### src/hw/rtl/dma_ring_period_tracker_macros.svh
// Assertion macros shared by the ring period tracker RTL.
`ifndef DMA_RING_PERIOD_TRACKER_MACROS_SVH
`define DMA_RING_PERIOD_TRACKER_MACROS_SVH

// Same-cycle implication, checked outside reset.
`define DRPT_ASSERT_NOW(label, clk, rst_n, ante, cons, msg) \
  label: assert property (@(posedge clk) disable iff (!rst_n) (ante) |-> (cons)) \
    else $error(msg);

// Next-cycle implication, checked outside reset.
`define DRPT_ASSERT_NEXT(label, clk, rst_n, ante, cons, msg) \
  label: assert property (@(posedge clk) disable iff (!rst_n) (ante) |=> (cons)) \
    else $error(msg);

`endif

### src/hw/rtl/drpt_pkg.sv
// Package: request and result types and fixed constants of the ring period tracker.
`default_nettype none
package drpt_pkg;

  localparam int WORD_W  = 32;
  localparam int POS_W   = 16;
  localparam int PEND_W  = 16;
  localparam int TOTAL_W = 17;
  localparam int TIME_W  = 64;
  localparam int TMO_W   = 32;

  localparam logic [TMO_W-1:0]  TIMEOUT_RST = 32'd92879818;
  localparam logic [WORD_W-1:0] BUS_ERR_WORD = 32'hffff_ffff;

  // Request function codes
  localparam logic FUNC_START    = 1'b0;
  localparam logic FUNC_POSITION = 1'b1;

  typedef struct packed {
    logic              func;
    logic [WORD_W-1:0] position_word;
    logic [TIME_W-1:0] now_ns;
  } in_item_t;

  typedef struct packed {
    logic [1:0] periods;
    logic       fault;
  } out_item_t;

endpackage
`default_nettype wire

### src/hw/rtl/drpt_eval.sv
// Evaluator: checks one request against the tracking state and forms result and next state.
`default_nettype none
module drpt_eval #(
  parameter int RING_FRAMES   = 4096,
  parameter int PERIOD_FRAMES = 1024,
  parameter int PERIOD_COUNT  = 4,
  parameter int FW            = $clog2(RING_FRAMES)
) (
  input  drpt_pkg::in_item_t          item,
  input  logic [FW-1:0]               last_frame,
  input  logic [drpt_pkg::PEND_W-1:0] pending_frames,
  input  logic [drpt_pkg::TIME_W-1:0] last_time_ns,
  input  logic [drpt_pkg::TMO_W-1:0]  ring_timeout_ns,
  output drpt_pkg::out_item_t         result,
  output logic                        update,
  output logic [FW-1:0]               last_frame_nxt,
  output logic [drpt_pkg::PEND_W-1:0] pending_frames_nxt,
  output logic [drpt_pkg::TIME_W-1:0] last_time_ns_nxt
);
  import drpt_pkg::*;

  localparam int CNT_W = $clog2(PERIOD_COUNT + 1);

  logic [POS_W-1:0]   frame;
  logic [POS_W-1:0]   size_field;
  logic [TIME_W:0]    time_diff;
  logic               backwards;
  logic               stall;
  logic               bad_word;
  logic [FW:0]        adv_raw;
  logic [FW-1:0]      advanced;
  logic [TOTAL_W-1:0] total;
  logic [CNT_W-1:0]   count;
  logic [TOTAL_W-1:0] base;
  logic               count_bad;

  assign frame      = item.position_word[WORD_W-1:POS_W];
  assign size_field = item.position_word[POS_W-1:0];

  // Check elapsed time: borrow means time ran backwards
  assign time_diff = {1'b0, item.now_ns} - {1'b0, last_time_ns};
  assign backwards = time_diff[TIME_W];
  assign stall     = time_diff[TIME_W-1:0] >= {{(TIME_W-TMO_W){1'b0}}, ring_timeout_ns};

  assign bad_word = (item.position_word == BUS_ERR_WORD) ||
                    (frame >= POS_W'(RING_FRAMES)) ||
                    (size_field != POS_W'(RING_FRAMES - 1)) ||
                    backwards || stall;

  // Advance around the ring: one conditional subtract wraps the sum
  always_comb begin
    adv_raw = {1'b0, frame[FW-1:0]} + (FW+1)'(RING_FRAMES) - {1'b0, last_frame};
    if (adv_raw >= (FW+1)'(RING_FRAMES)) begin
      adv_raw = adv_raw - (FW+1)'(RING_FRAMES);
    end
    advanced = adv_raw[FW-1:0];
  end

  assign total = {1'b0, pending_frames} + TOTAL_W'(advanced);

  // Count whole periods against constant thresholds
  always_comb begin
    count = '0;
    base  = '0;
    for (int k = 1; k <= PERIOD_COUNT; k++) begin
      if (32'(total) >= 32'(k * PERIOD_FRAMES)) begin
        count = CNT_W'(k);
        base  = TOTAL_W'(k * PERIOD_FRAMES);
      end
    end
  end

  assign count_bad = (advanced == '0) || (count == '0) || (count >= CNT_W'(PERIOD_COUNT));

  // Form the result and the next tracking state
  always_comb begin
    result             = '0;
    update             = 1'b0;
    last_frame_nxt     = last_frame;
    pending_frames_nxt = pending_frames;
    last_time_ns_nxt   = last_time_ns;
    if (item.func == FUNC_START) begin
      update             = 1'b1;
      last_frame_nxt     = '0;
      pending_frames_nxt = '0;
      last_time_ns_nxt   = item.now_ns;
    end else if (bad_word || count_bad) begin
      result.fault = 1'b1;
    end else begin
      update             = 1'b1;
      result.periods     = count[1:0];
      last_frame_nxt     = frame[FW-1:0];
      pending_frames_nxt = PEND_W'(total - base);
      last_time_ns_nxt   = item.now_ns;
    end
  end

endmodule
`default_nettype wire

### src/hw/rtl/dma_ring_period_tracker.sv
// An accepted request passes the request register, then the result register. One request per
// cycle while out_stall is low; state feedback closes in the single evaluation stage.
// in_stall rises only while the result register is held by out_stall.
// Reset (synchronous, rst_n low): tracking state clears, timeout returns to 92879818 ns.
// No clearing pass: the block accepts requests as soon as reset is released.
`default_nettype none
`include "dma_ring_period_tracker_macros.svh"
module dma_ring_period_tracker #(
  parameter int RING_FRAMES   = 4096,
  parameter int PERIOD_FRAMES = 1024,
  parameter int PERIOD_COUNT  = 4
) (
  input  logic                       clk,
  input  logic                       rst_n,
  input  logic                       in_valid,
  output logic                       in_stall,
  input  drpt_pkg::in_item_t         in_item,
  output logic                       out_valid,
  input  logic                       out_stall,
  output drpt_pkg::out_item_t        out_item,
  input  logic                       cfg_we,
  input  logic [drpt_pkg::TMO_W-1:0] cfg_wdata
);
  import drpt_pkg::*;

  localparam int FW = $clog2(RING_FRAMES);

  logic              req_valid_r;
  in_item_t          req_r;
  logic              out_valid_r;
  out_item_t         out_item_r;
  logic [TMO_W-1:0]  timeout_r;
  logic [FW-1:0]     last_frame_r;
  logic [PEND_W-1:0] pending_r;
  logic [TIME_W-1:0] last_time_r;

  logic              out_open;
  logic              step;
  out_item_t         result;
  logic              update;
  logic [FW-1:0]     last_frame_nxt;
  logic [PEND_W-1:0] pending_nxt;
  logic [TIME_W-1:0] last_time_nxt;

  assign out_open = !out_valid_r || !out_stall;
  assign step     = req_valid_r && out_open;
  assign in_stall = req_valid_r && !out_open;

  // Capture the request while the evaluation stage can drain
  always_ff @(posedge clk) begin
    if (!rst_n) begin
      req_valid_r <= 1'b0;
    end else if (!in_stall) begin
      req_valid_r <= in_valid;
    end
  end

  always_ff @(posedge clk) begin
    if (in_valid && !in_stall) begin
      req_r <= in_item;
    end
  end

  drpt_eval #(
    .RING_FRAMES   (RING_FRAMES),
    .PERIOD_FRAMES (PERIOD_FRAMES),
    .PERIOD_COUNT  (PERIOD_COUNT),
    .FW            (FW)
  ) u_eval (
    .item               (req_r),
    .last_frame         (last_frame_r),
    .pending_frames     (pending_r),
    .last_time_ns       (last_time_r),
    .ring_timeout_ns    (timeout_r),
    .result             (result),
    .update             (update),
    .last_frame_nxt     (last_frame_nxt),
    .pending_frames_nxt (pending_nxt),
    .last_time_ns_nxt   (last_time_nxt)
  );

  // Advance tracking state when a request is evaluated
  always_ff @(posedge clk) begin
    if (!rst_n) begin
      last_frame_r <= '0;
      pending_r    <= '0;
      last_time_r  <= '0;
    end else if (step && update) begin
      last_frame_r <= last_frame_nxt;
      pending_r    <= pending_nxt;
      last_time_r  <= last_time_nxt;
    end
  end

  // Hold the timeout register; the user must write it only while idle, the block does not enforce this
  always_ff @(posedge clk) begin
    if (!rst_n) begin
      timeout_r <= TIMEOUT_RST;
    end else if (cfg_we) begin
      timeout_r <= cfg_wdata;
    end
  end

  // Result register: load on step, drop when taken
  always_ff @(posedge clk) begin
    if (!rst_n) begin
      out_valid_r <= 1'b0;
    end else if (out_open) begin
      out_valid_r <= req_valid_r;
    end
  end

  always_ff @(posedge clk) begin
    if (step) begin
      out_item_r <= result;
    end
  end

  assign out_valid = out_valid_r;
  assign out_item  = out_item_r;

  // Checks
  `DRPT_ASSERT_NOW(a_fault_no_periods, clk, rst_n, out_valid_r && out_item_r.fault,
    out_item_r.periods == 2'd0, "faulted result carries a period count")
  `DRPT_ASSERT_NEXT(a_fault_keeps_state, clk, rst_n, step && result.fault,
    $stable(last_time_r) && $stable(pending_r) && $stable(last_frame_r),
    "faulted request changed tracking state")
  `DRPT_ASSERT_NOW(a_pending_below_period, clk, rst_n, 1'b1,
    {1'b0, pending_r} < (PEND_W+1)'(PERIOD_FRAMES), "pending frames reached a whole period")
  `DRPT_ASSERT_NOW(a_frame_in_ring, clk, rst_n, 1'b1,
    {1'b0, last_frame_r} < (FW+1)'(RING_FRAMES), "stored frame outside the ring")

endmodule
`default_nettype wire
### config.mk
export PLATFORM = sky130hd
export DESIGN_NAME = dma_ring_period_tracker
export DESIGN_NICKNAME = d
export VERILOG_FILES = /design/src/hw/rtl/drpt_pkg.sv /design/src/hw/rtl/drpt_eval.sv /design/src/hw/rtl/dma_ring_period_tracker.sv
export VERILOG_INCLUDE_DIRS = /design/src /design/src/hw/rtl
export SDC_FILE = /design/constraint.sdc
export NUM_CORES = 1
export LEC_CHECK = 0
export ABC_AREA = 1
export BUFFER_PORTS_ARGS = -buffer_cell sky130_fd_sc_hd__buf_2
export CAP_MARGIN = 20
export CORE_ASPECT_RATIO = 0.9
export CORE_MARGIN = 2
export CORE_UTILIZATION = 55
export CTS_BUF_LIST = sky130_fd_sc_hd__clkbuf_4 sky130_fd_sc_hd__clkbuf_8
export CTS_CLUSTER_DIAMETER = 60
export DETAILED_ROUTE_END_ITERATION = 10
export PLACE_DENSITY_LB_ADDON = 0.25
export SKIP_LAST_GASP = 1
export SLEW_MARGIN = 5
export SYNTH_ARGS = -nofsm -noshare
export SYNTH_HDL_FRONTEND = slang
export SYNTH_SLANG_ARGS = --single-unit
### constraint.sdc
create_clock -name clk -period 10.09 [get_ports clk]
set_input_delay 2.018 -clock clk [delete_from_list [all_inputs] [get_ports clk]]
set_output_delay 2.018 -clock clk [all_outputs]
set_load 0.01 [all_outputs]
---- Word level (Yosys, flattened, before mapping) ----
Cells that the tools add are included.
word-level totals
  flip-flop bits (word level) ............. 226
  input port bits ......................... 134
  logic and storage cells ................. 67
  output and inout bits ................... 5
cells by class
  eq/ne operators ......................... 3
  reduce and logical (&&, ||, !) cells .... 20
  add/sub/neg operators ................... 6
  bitwise logic cells ..................... 1
  magnitude comparators ................... 8
  mux-type cells .......................... 18
operator list
  kind                    number
  $mux 64                 2
  $sub 64x64->65          1
  $ge 64x32->1            1
  $mux 12                 5
  $ge 17x12->1 const B    2
  $eq 32x32->1 const B    1
  $mux 16                 2
  $add 16x12->17          1
  $ge 17x11->1 const B    1
  $ge 17x13->1 const B    1
  $ge 16x13->1 const B    1
  $ne 16x12->1 const B    1
  $sub 16x13->16          1
  $add 12x13->13 const B  1
  $ge 13x13->1 const B    1
  $mux 13                 1
  $sub 13x12->13          1
  $logic_not 12->1        1
  $sub 12x1->12 const B   1
  $mux 11                 1
  $logic_or 1x1->1        8
  $logic_and 1x1->1       4
  $logic_not 1->1         4
  $mux 1                  4
  other kinds (8)         9

---- Longest topological paths before layout ----
  depth after elaboration ................. 18
  depth in mapped cells ................... 33
  depth with buffers taken out ............ 32

---- By module ----
Synthesis repeated with hierarchy kept, for this count alone.
unflattened totals
  cell total of the unflattened synthesis .. 3162
  area total of the unflattened synthesis .. 19261.0 µm²
by module, submodules not included
  module                   times used  cells an instance  area each (µm²)
  drpt_eval                1           2121               10291.1
  dma_ring_period_tracker  1           1041               8969.9

---- Worst setup path after synthesis ----
No wires, ideal clock.
  path kind ............................... input to register
  start ................................... input port out_stall
  end ..................................... register req_r[0] (netlist bit), enable pin
  library setup time ...................... 0.451 ns
  cell stages on the path ................. 5
  path buffers ............................ 0
  setup slack ............................. 5.471 ns
  arrival time ............................ 4.168 ns
  cells stage by stage .................... nand2_1 nor2_1 inv_1 nand2_1 inv_1
on the way
  word-level cells in the longest chain between the ends .. 6
ends and longest elaborated chain
  item                  RTL line                       RTL
  start, declared       dma_ring_period_tracker.sv:19  input logic out_stall,
  $logic_not 1->1       dma_ring_period_tracker.sv:45  assign out_open = !out_valid_r || !out_stall;
  $logic_or 1x1->1      dma_ring_period_tracker.sv:45
  $logic_not 1->1       dma_ring_period_tracker.sv:47  assign in_stall = req_valid_r && !out_open;
  $logic_and 1x1->1     dma_ring_period_tracker.sv:47
  via in_stall          dma_ring_period_tracker.sv:16  output logic in_stall,
  $logic_not 1->1       dma_ring_period_tracker.sv:59  if (in_valid && !in_stall) begin
  $logic_and 1x1->1     dma_ring_period_tracker.sv:59
  end signal, assigned  dma_ring_period_tracker.sv:60  req_r <= in_item;
  end, declared         dma_ring_period_tracker.sv:29  in_item_t req_r;
The timed path passes the listed nets, and every way through them passes these cells.
A chain may end at the register's enable or synchronous reset.

---- Worst setup path in the final report ----
  start ................................... register req_r[80] (netlist bit)
  end ..................................... register last_frame_r[3]
on the way
  word-level cells in the longest chain between the ends .. 18
  elaborated cells between the ends (all ways) .. 31
  those cells by class .................... 4 x add/sub; 7 x order compare; 2 x eq/ne; 7 x mux; 11 x reduce/logical
ends and longest elaborated chain
  item                                                     RTL line                       RTL
  branches (longest 13 deep; another with $add 16x12->17)  --
  $logic_or 1x1->1 *                                       drpt_eval.sv:87                end else if (bad_word || count_bad) begin
  $mux 1                                                   drpt_eval.sv:87
  $mux 1                                                   drpt_eval.sv:82                if (item.func == FUNC_START) begin
  $logic_and 1x1->1                                        dma_ring_period_tracker.sv:88  end else if (step && update) begin
  $reduce_and 2->1 (no source line) *                      --
  end signal, assigned                                     dma_ring_period_tracker.sv:89  last_frame_r <= last_frame_nxt;
  end, declared                                            dma_ring_period_tracker.sv:33  logic [FW-1:0] last_frame_r;
Mark *: on every way between the ends.

==> impl_metrics.py <==
metrics = {
    "status": {
        "status": "completed",
    },
    "worst_setup_path": {
        "crit_family": "simple AND/OR/NAND/NOR gates",
        "critPathMaxStageDelay_ns": 0.59,
        "r2r-end": "last_frame_r[3]",
        "cp_num_buf_inv": 4,
        "worstPathRequired_ns": 10.49,
        "critical_path_class": "reg -> reg",
        "start_kind": "register",
        "r2r_start": "req_r[80]",
        "cp-startpoint": "req_r[80]",
        "r2r_slack_ns": 4.33,
        "end_kind": "register",
        "cpMaxStageDelayCell": "nand2_2",
        "critPathMaxFanout": 49,
        "crit_top_cell": "nand2_1",
        "reg2reg_depth": 28,
        "endpoint": "last_frame_r[3]",
        "cp.arrival_ns": 6.16,
        "path_depth": 28,
    },
    "timing": {
        "setup_violations": 0,
        "grt_setup_unrepaired": "false",
        "tightestPinTransition_ns": 1.00,
        "skew_ns": 0.0211,
        "final_max_slew_viol_count": 0,
        "fmax_mhz": 174,
        "tns_ns": 0,
        "hold_viol_final": 0,
        "fin_crit_sh_pct": 57.1,
        "fin_crit_ns": 5.76,
        "slew_headroom_pct": 32.9,
    },
    "synthesis": {
        "dominantRegCellSynth": "dfxtp_1",
        "syn_avg_cell_area_um2": 6.79,
        "syn_nets": 2626,
        "synth_edf_count": 100,
        "ys_top_cells_by_count": "734 x nand2_1, 442 x inv_1, 198 x a21oi_1",
        "ys_warn_count": 0,
        "synth_cells": 2366,
        "yosys_register_bits": 226,
        "ys_types": 41,
        "async_reset_ff_share_pct": 0,
        "syn_area_mm2": 0.0161,
        "ys_seq_area_share_pct": 34.4,
        "synth_top_area_share_pct": 18.7,
        "synth_area_leaders": "edfxtp_1 19%, nand2_1 17%, dfxtp_1 16%, inv_1 10%, ha_1 9.5%",
        "synthMostInstantiatedCell": "nand2_1",
        "synth_top_area_cell": "edfxtp_1",
    },
    "grt": {
        "gr-total-overflow": 0,
        "grt_max_degree": 55,
        "use_met1_pct": 36.6,
        "antenna_found_initial": 0,
        "grt_pass1_vias": 13900,
        "grt_use_met2_pct": 44.5,
        "grt.total_usage_pct": 27.0,
        "grt_pass1_wl_um": 67100,
        "grt.met3_usage_pct": 4.21,
        "busiest_layer": "met2",
    },
    "clock_network": {
        "ctsLongestPathBuffers": 3,
        "cts_sinks": 226,
        "clock_latency_ns": 0.55,
        "cts_root_buf": "clkbuf_8",
        "postCtsSetupRepairBufs": 0,
        "cts.clk_slew.worst_paths_ns": 0.06,
        "h-tree-depth": 2,
        "cts_buffers": 38,
        "cts_tree": "yes",
        "hold_buffers": 0,
        "cts-resized-gates": 0,
    },
    "cells_and_area": {
        "multi_input_area_mm2": 0.00857,
        "fillers": 2705,
        "area_delta_synth_final_pct": 10.9,
        "fin_nets": 2759,
        "insertedDiodeCount": 0,
        "drive_gt1_share_pct": 11.3,
        "seq_area_mm2": 0.00553,
    },
    "floorplan": {
        "start_util_pct": 55.7,
        "rows": 59,
        "die_area_mm2": 0.0306,
        "top_level_ports": 139,
        "die_y_um": 166,
        "core_area_mm2": 0.0289,
        "die_x_um": 184,
    },
    "power": {
        "finalPower_mw": 2.46,
        "p_leak_nw": 8.83,
        "max-vdd-ir-drop_mv": 0.107,
        "power_density_mw_per_mm2": 138,
    },
    "drt": {
        "drt_iter0_drc": 853,
        "wl_per_cell_um": 14.1,
        "totalWireLength_um": 41200,
        "vias": 14800,
        "via_per_inst": 5.06,
        "ant_nets": 0,
        "dr.pass1.iters": 7,
        "drcViolationCount": 0,
    },
    "placement": {
        "gp_congestion": 1.03,
        "hpwlAfterDp_um": 32700,
        "portBuffers": 138,
    },
    "flow_run": {
        "max_cap_violations": 0,
    },
    "worst_hold_path": {
        "hold_class": "reg -> reg",
    },
}
-- how the worst min path moves through the flow --
stage | depth (start not counted) | to | startpoint | slack, ns
3_3_place_gp | 2 | last_time_r[5] | last_time_r[5] | 0.45
2_1_floorplan | 2 | timeout_r[31] | timeout_r[31] | 0.43
4_1_cts | 2 | last_frame_r[7] | last_frame_r[7] | 0.46
5_1_grt | 2 | last_time_r[25] | last_time_r[25] | 0.48
6_report | 2 | last_time_r[39] | last_time_r[39] | 0.46
3_5_place_dp | 2 | last_frame_r[7] | last_frame_r[7] | 0.45
-- flip-flops by register name, summed over array words and instances, names as in the netlist --
signal	cells
last_frame_r	12
req_valid_r	1
out_valid	1
timeout_r	32
last_time_r	64
out_item	3
pending_r	16
req_r	97
-- area by class of cell --
cell class | count | share of cell area [%]
clock buffer | 54 | 3.82
clock inverter | 16 | 0.477
inverter | 458 | 9.67
multi-input combinational | 1630 | 48.1
sequential | 226 | 31.0
tap | 396 | 2.78
timing repair buffer | 145 | 4.17
-- cell families (layout without fill, tap and decap cells) --
logic type	Yosys count	in the layout	share of synthesized area [%]
fa+ha+maj	126	126	9.99
flops	226	226	34.4
buf+inv	510	673	12.4
compound gates	300	300	10.1
xor+xnor	54	54	2.94
simple gates	1150	1150	30.2
-- where the power goes --
| part | total [mW] | switching [mW] | internal (mW) |
|---|---|---|---|
| combinational | 0.613 | 0.399 | 0.214 |
| sequential | 1.03 | 0.0227 | 1.01 |
| clock | 0.815 | 0.377 | 0.439 |
-- cell usage in the layout (no fill, tap or decap), drive strengths merged --
| cell type | instances |
|---|---|
| nand3b | 9 |
| dfxtp | 126 |
| clkinvlp | 3 |
| clkbuf | 54 |
| nor2 | 182 |
| a31oi | 4 |
| or2 | 4 |
| xnor2 | 9 |
| edfxtp | 100 |
| xor2 | 45 |
| o21bai | 15 |
| nor4 | 2 |
| nand2 | 741 |
| nand4 | 20 |
| nand3 | 166 |
| and2 | 2 |
| o21a | 2 |
| o21ai | 59 |
| fa | 4 |
| buf | 145 |
| ha | 122 |
| a21o | 6 |
| and3 | 2 |
| a21boi | 1 |
| clkinv | 18 |
| o211ai | 2 |
| inv | 453 |
| a31o | 1 |
| nor3 | 22 |
| a21oi | 208 |
| a211oi | 2 |
-- metal layers --
layer  wire length [um]  up-vias  part of all wire [%]
met2              18400      417                    45
met3               2550       78                   6.2
met4               1010        0                   2.5
li1                   -     7703                     -
met5                  0        -                     0
met1              19200     6604                    47
-- stage by stage --
stage,hold WS [ns],cells,setup WS [ns],area [um^2],util [%]
2_1_floorplan,0.435,2366,5.47,16100,-
3_3_place_gp,0.448,2855,4.53,17100,59.1
3_5_place_dp,0.452,2855,4.40,17100,59.1
4_1_cts,0.461,2925,4.38,17800,61.7
5_1_grt,0.477,2925,3.75,17800,61.7
6_report,0.460,2925,4.33,17800,61.7
-- worst min-delay path, stage by stage (launching register included) --
cell and delay, ns:
dfxtp_1 0.31, nand2_1 0.06, a21oi_1 0.05
No activity file was read; power rests on OpenSTA's default activity.
